### src/design/csvft_pkg.sv
package csvft_pkg;

    localparam logic [7:0] CH_QUOTE = 8'h22;
    localparam logic [7:0] CH_COMMA = 8'h2C;
    localparam logic [7:0] CH_LF    = 8'h0A;
    localparam logic [7:0] CH_CR    = 8'h0D;

    localparam logic [1:0] K_BYTE     = 2'd0;
    localparam logic [1:0] K_FIELD    = 2'd1;
    localparam logic [1:0] K_FIELDROW = 2'd2;
    localparam logic [1:0] K_ROW      = 2'd3;

    localparam int unsigned QDEPTH = 4;
    localparam int unsigned QPTR_W = $clog2(QDEPTH);
    localparam int unsigned QCNT_W = $clog2(QDEPTH + 1);

    typedef enum logic [2:0] {
        ST_BETWEEN    = 3'd0,
        ST_FIELDSTART = 3'd1,
        ST_UNQUOTED   = 3'd2,
        ST_QUOTED     = 3'd3,
        ST_QUOTESEEN  = 3'd4
    } parse_state_t;

    typedef struct packed {
        logic [1:0] kind;
        logic [7:0] data;
        logic       last;
    } token_t;

endpackage

### src/design/csv_field_tokenizer.sv
// CSV field tokenizer.
// Input channel (s_valid/s_ready): one byte of CSV text per item in s_in_byte,
// or an end-of-text mark in s_end_of_input (the byte is then ignored).
// Result channel (m_valid/m_ready): tokens, each a content byte, a field end,
// a field-and-row end or a row end, with m_last set on the final token that
// one input item causes. An item causes zero, one or two tokens.
// Each accepted item is parsed in the cycle it is accepted by the state
// register and its next-state logic, and its tokens are pushed into a
// four-entry result queue.
// Throughput: one input item per cycle while the receiver keeps up; s_ready
// is high while the queue holds two tokens or fewer, so that the two tokens
// of a stray byte after a closing quote always fit.
// Reset (synchronous, aresetn low): the parser returns to between rows and
// the queue is emptied. When the receiver stalls, queued tokens hold and
// s_ready drops as soon as the queue may not fit another item's tokens.
module csv_field_tokenizer (
    input  logic                  aclk,
    input  logic                  aresetn,
    input  logic                  s_valid,
    output logic                  s_ready,
    input  logic [7:0]            s_in_byte,
    input  logic                  s_end_of_input,
    output logic                  m_valid,
    input  logic                  m_ready,
    output logic [1:0]            m_out_kind,
    output logic [7:0]            m_out_byte,
    output logic                  m_last
);
    import csvft_pkg::*;

    parse_state_t              state_reg, state_next;
    token_t                    queue_reg [QDEPTH];
    logic [QPTR_W-1:0]         wr_ptr_reg, wr_ptr_next;
    logic [QPTR_W-1:0]         rd_ptr_reg, rd_ptr_next;
    logic [QCNT_W-1:0]         count_reg, count_next;

    logic                      accept;
    logic                      pop;
    logic                      line_end;
    logic [1:0]                n_tok;
    token_t                    tok0, tok1;
    logic [QPTR_W-1:0]         wr_ptr_plus1;

    assign accept   = s_valid && s_ready;
    assign pop      = m_valid && m_ready;
    assign line_end = (s_in_byte == CH_CR) || (s_in_byte == CH_LF);

    always_comb begin
        state_next = state_reg;
        if (s_end_of_input) begin
            state_next = ST_BETWEEN;
        end else begin
            case (state_reg)
                ST_FIELDSTART, ST_BETWEEN: begin
                    if (line_end)                   state_next = ST_BETWEEN;
                    else if (s_in_byte == CH_QUOTE) state_next = ST_QUOTED;
                    else if (s_in_byte == CH_COMMA) state_next = ST_FIELDSTART;
                    else                            state_next = ST_UNQUOTED;
                end
                ST_UNQUOTED: begin
                    if (s_in_byte == CH_COMMA) state_next = ST_FIELDSTART;
                    else if (line_end)         state_next = ST_BETWEEN;
                end
                ST_QUOTED: begin
                    if (s_in_byte == CH_QUOTE) state_next = ST_QUOTESEEN;
                end
                ST_QUOTESEEN: begin
                    if (s_in_byte == CH_QUOTE)      state_next = ST_QUOTED;
                    else if (s_in_byte == CH_COMMA) state_next = ST_FIELDSTART;
                    else if (line_end)              state_next = ST_BETWEEN;
                    else                            state_next = ST_UNQUOTED;
                end
                default: begin
                    if (line_end)                   state_next = ST_BETWEEN;
                    else if (s_in_byte == CH_QUOTE) state_next = ST_QUOTED;
                    else if (s_in_byte == CH_COMMA) state_next = ST_FIELDSTART;
                    else                            state_next = ST_UNQUOTED;
                end
            endcase
        end
    end

    always_comb begin
        n_tok = 2'd0;
        tok0  = '{kind: K_BYTE, data: 8'd0, last: 1'b1};
        tok1  = '{kind: K_BYTE, data: 8'd0, last: 1'b1};
        if (s_end_of_input) begin
            if (state_reg == ST_FIELDSTART) begin
                n_tok     = 2'd1;
                tok0.kind = K_ROW;
            end else if (state_reg == ST_UNQUOTED || state_reg == ST_QUOTED
                         || state_reg == ST_QUOTESEEN) begin
                n_tok     = 2'd1;
                tok0.kind = K_FIELDROW;
            end
        end else begin
            case (state_reg)
                ST_UNQUOTED: begin
                    n_tok = 2'd1;
                    if (s_in_byte == CH_COMMA) begin
                        tok0.kind = K_FIELD;
                    end else if (line_end) begin
                        tok0.kind = K_FIELDROW;
                    end else begin
                        tok0.data = s_in_byte;
                    end
                end
                ST_QUOTED: begin
                    if (s_in_byte != CH_QUOTE) begin
                        n_tok     = 2'd1;
                        tok0.data = s_in_byte;
                    end
                end
                ST_QUOTESEEN: begin
                    n_tok = 2'd1;
                    if (s_in_byte == CH_QUOTE) begin
                        tok0.data = CH_QUOTE;
                    end else if (s_in_byte == CH_COMMA) begin
                        tok0.kind = K_FIELD;
                    end else if (line_end) begin
                        tok0.kind = K_FIELDROW;
                    end else begin
                        n_tok     = 2'd2;
                        tok0.kind = K_FIELD;
                        tok0.last = 1'b0;
                        tok1.data = s_in_byte;
                    end
                end
                default: begin
                    if (line_end) begin
                        if (state_reg == ST_FIELDSTART) begin
                            n_tok     = 2'd1;
                            tok0.kind = K_ROW;
                        end
                    end else if (s_in_byte == CH_COMMA) begin
                        n_tok     = 2'd1;
                        tok0.kind = K_FIELD;
                    end else if (s_in_byte != CH_QUOTE) begin
                        n_tok     = 2'd1;
                        tok0.data = s_in_byte;
                    end
                end
            endcase
        end
    end

    assign wr_ptr_plus1 = wr_ptr_reg + QPTR_W'(1);

    always_comb begin
        wr_ptr_next = wr_ptr_reg;
        rd_ptr_next = rd_ptr_reg;
        count_next  = count_reg;
        if (accept) begin
            wr_ptr_next = wr_ptr_reg + QPTR_W'(n_tok);
            count_next  = count_next + QCNT_W'(n_tok);
        end
        if (pop) begin
            rd_ptr_next = rd_ptr_reg + QPTR_W'(1);
            count_next  = count_next - QCNT_W'(1);
        end
    end

    always_ff @(posedge aclk) begin
        if (!aresetn) begin
            state_reg  <= ST_BETWEEN;
            wr_ptr_reg <= '0;
            rd_ptr_reg <= '0;
            count_reg  <= '0;
        end else begin
            if (accept) begin
                state_reg <= state_next;
            end
            wr_ptr_reg <= wr_ptr_next;
            rd_ptr_reg <= rd_ptr_next;
            count_reg  <= count_next;
        end
    end

    always_ff @(posedge aclk) begin
        if (accept && n_tok != 2'd0) begin
            queue_reg[wr_ptr_reg] <= tok0;
        end
        if (accept && n_tok == 2'd2) begin
            queue_reg[wr_ptr_plus1] <= tok1;
        end
    end

    assign s_ready    = (count_reg <= QCNT_W'(QDEPTH - 2));
    assign m_valid    = (count_reg != '0);
    assign m_out_kind = queue_reg[rd_ptr_reg].kind;
    assign m_out_byte = queue_reg[rd_ptr_reg].data;
    assign m_last     = queue_reg[rd_ptr_reg].last;

endmodule

### config.mk
export PLATFORM = sky130hd
export DESIGN_NAME = csv_field_tokenizer
export DESIGN_NICKNAME = d
export VERILOG_FILES = /design/src/design/csvft_pkg.sv /design/src/design/csv_field_tokenizer.sv
export SDC_FILE = /design/constraint.sdc
export NUM_CORES = 1
export LEC_CHECK = 0
export BUFFER_PORTS_ARGS = -buffer_cell sky130_fd_sc_hd__buf_2
export CORE_MARGIN = 4
export CORE_UTILIZATION = 60
export DETAILED_ROUTE_END_ITERATION = 10
export PLACE_DENSITY = 0.8
export SYNTH_ARGS = -nofsm -noshare
export SYNTH_HDL_FRONTEND = slang
export SYNTH_SLANG_ARGS = --single-unit
### constraint.sdc
create_clock -name aclk -period 3.05 [get_ports aclk]
set_input_delay 0.1525 -clock aclk [delete_from_list [all_inputs] [get_ports aclk]]
set_output_delay 0.1525 -clock aclk [all_outputs]
set_load 0.01 [all_outputs]
==> results.yml <==
status:
  outcome: "complete, no violations"
synthesis:
  ys_ff_latch: 56
  synth_fa_ha_area_frac: 0.0181
  yosysTopAreaCellShare: 0.302
  netlist_area_um2: 3180
  synthTopCellsByArea: "edfxtp_1 30%, dfxtp_1 15%, mux4_2 7.8%, o22ai_1 3.9%, mux2i_1 3.8%"
  yosysTopAreaCell: "edfxtp_1"
  synthFlopType: "edfxtp_1"
  ys_async_sr_fraction: 0
  synth_xor_area_frac: 0.0138
  synthSimpleGateAreaFrac: 0.202
  ys_warn_count: 0
  yosysSeqAreaShare: 0.453
  avgSynthCellArea_um2: 10.9
  synthDistinctLibCells: 60
  syn_nets: 309
  synth.area.mux_share: 0.116
  synth-compound-area-share: 0.172
  synthCells: 292
  synth_top_family_by_area: "simple AND/OR/NAND/NOR gates"
  synth-edff-count: 32
cts:
  cts_tree: "yes"
  clk_latency_ns: 0.31
  cts_root_buf: "clkbuf_8"
  path_clk_slew_ns: 0.09
  htree_levels: 2
  cts.sinks: 56
  cts_setup_buffers: 0
  clk_path_buf_depth: 2
  cts_buffers: 5
timing:
  hold_violations: 0
  relSlewSlack: 0.515
  hold_ws_ns: 0.174
  rsz0062_at_grt: "no"
  fin_crit_ns: 2.82
  tns_ns: 0
  slew_violations: 0
  worstMarginPinSlew_ns: 0.726
  skew_ns: 0.00697
  fin_crit_sh: 0.925
  max_freq_mhz: 354
  setup_viol: 0
worst_setup_path:
  setup.worst_path.end_class: "register"
  critPathBufInv: 2
  reg2reg_slack_ns: 0.23
  crit_arrival_ns: 3.07
  reg2reg_to: "count_reg[1]$_SDFF_PN0_"
  crit_fanout: 7
  crit_required_ns: 3.30
  path_class: "register to register"
  cp_cell_sequence: "buf_4, nand2b_1, o2111a_1, o21a_1, a21oi_1, a21o_1, ha_1, inv_1, fa_1, nor2_1, nor2_1, ha_1, nand2b_1, a21oi_1"
  r2r_start: "state_reg[0]$_SDFFE_PN0P_"
  cp_slowest_stage_delay_ns: 0.41
  start_kind: "register"
  crit_slowest_cell: "fa_1"
  cp_top_family: "adder cells"
  r2r_cells: 14
floorplan:
  die_w_um: 80.8
  start_util: 0.619
  rows: 26
  io_pins: 26
  die_h_um: 80.8
  die-area_um2: 6530
  coreArea_um2: 5140
drt:
  wl_per_cell_um: 18.5
  vias: 2606
  routed_wl_um: 7360
  drc: 0
  antenna_left: 0
  drt_first_pass_iters: 5
  first_iter_violations: 321
  viasPerCell: 6.55
hold_path:
  min_to: "count_reg[1]$_SDFF_PN0_"
  min_from: "m_ready"
  hold_depth: 4
  hp-class: "input pin to register"
placement:
  numPortBuffers: 25
  placed_cells: 390
  dpl.hpwl_um: 5630
  place_congestion: 0.969
pwr:
  power.density_nw_per_um2: 705
  p_leak_nw: 1.33
  ir_drop_uv: 483
global_routing:
  grt_start_max_net_pins: 17
  grt_pass1_wl_um: 12300
  grt_usage: 0.246
  antenna_found_initial: 0
  grt.overflow.total: 0
  grt_pass1_vias: 2478
layout:
  area_growth_pct: 11.7
  fin_cells: 398
  finalNetCount: 344
  diodes: 0
  drive_gt1_frac: 0.235
  largest_reg_flops: 44
job:
  cap_violations: 0
## cell families after synthesis
family | count (synthesis)
muxes | 23
adders and majority gates | 4
AOI/OAI and AO/OA | 74
DFF | 56
and+or+nand+nor | 111
buffers and inverters | 19
xor gates and xnor gates | 5
## placed cells by master (no fill, tap or decap), types with 11 or more instances in the layout
master and n:
mux4_2 11, dfxtp_1 22, nand2_1 26, o22ai_1 20, mux2i_1 12, edfxtp_1 32, buf_4 13, buf_2 25
and2_1 15, nor2_1 17
## cell type report
| cell class | instances | area [um^2] |
|---|---|---|
| clock buffers | 6 | 76.3 |
| clock inverters | 2 | 26.3 |
| fillers | 411 | 1590 |
| inverters | 9 | 33.8 |
| multi-input cells | 217 | 1660 |
| flip-flops and latches | 56 | 1440 |
| well taps | 70 | 87.6 |
| repair buffers | 38 | 223 |
## worst reg2reg max path: stages (launching register included)
cell      delay [ns]
dfxtp_2         0.37
buf_4           0.17
nand2b_1        0.12
o2111a_1        0.24
o21a_1          0.22
a21oi_1         0.07
a21o_1          0.18
ha_1            0.19
inv_1           0.06
fa_1            0.41
nor2_1          0.15
nor2_1          0.07
ha_1            0.27
nand2b_1        0.14
a21oi_1         0.11
## synth_stat cells (all sizes together) (2+ instances only)
cell	number
a21boi	4
a21o	2
a21oi	10
a311oi	2
a31oi	2
a32oi	2
and2	15
and3	3
and3b	2
buf	7
clkbuf	3
dfxtp	24
edfxtp	32
ha	3
inv	9
mux2i	12
mux4	11
nand2	26
nand2b	5
nand3	11
nand3b	3
nand4	6
nor2	20
nor2b	3
nor3	6
nor3b	3
o2111ai	2
o211a	2
o211ai	6
o21ai	8
o22ai	21
o31ai	5
o32ai	2
or3	3
xnor2	4
## where the power goes
group	internal [mW]	leakage (nW)	total (mW)	switching, mW
Combinational	0.448	0.770	0.945	0.497
Sequential	0.973	0.498	1.11	0.140
Clock	0.213	0.0574	0.448	0.235
Total	1.63	1.33	2.51	0.872
## per-stage QoR
step                      power, mW  utilization  instance area [um^2]  worst slack (ns)
after floorplan                1.79            -                  3180             0.253
after global placement         2.04        0.670                  3440             0.198
after detailed placement       2.08        0.670                  3440            0.0836
after CTS                      2.51        0.690                  3550            0.0649
after global routing           2.67        0.691                  3550            0.0485
final                          2.51        0.691                  3550             0.227
## worst max-delay path by stage
stage,startpoint,endpoint,slack [ns],cells past startpoint
finish,state_reg[0]$_SDFFE_PN0P_,count_reg[1]$_SDFF_PN0_,0.23,14
global route,state_reg[0]$_SDFFE_PN0P_,count_reg[1]$_SDFF_PN0_,0.05,14
floorplan,state_reg[0]$_SDFFE_PN0P_,count_reg[1]$_SDFF_PN0_,0.25,14
detailed placement,state_reg[2]$_SDFFE_PN0P_,count_reg[1]$_SDFF_PN0_,0.08,13
global placement,s_in_byte[0],count_reg[1]$_SDFF_PN0_,0.20,14
CTS,state_reg[2]$_SDFFE_PN0P_,count_reg[1]$_SDFF_PN0_,0.06,13
## repair_timing
action                     in CTS  in global routing
hold buffers                    0                  0
resized for setup               0                  3
setup endpoints to repair       0                  2
## layer usage
layer | vias up | GRT usage | wire length, um
met3 | 21 | 0.0466 | 593
met5 | - | 0 | 0
li1 | 1203 | - | -
met4 | 0 | 0.0777 | 203
met2 | 151 | 0.409 | 3520
met1 | 1231 | 0.326 | 3050
Power figures use the tool's default switching activity.
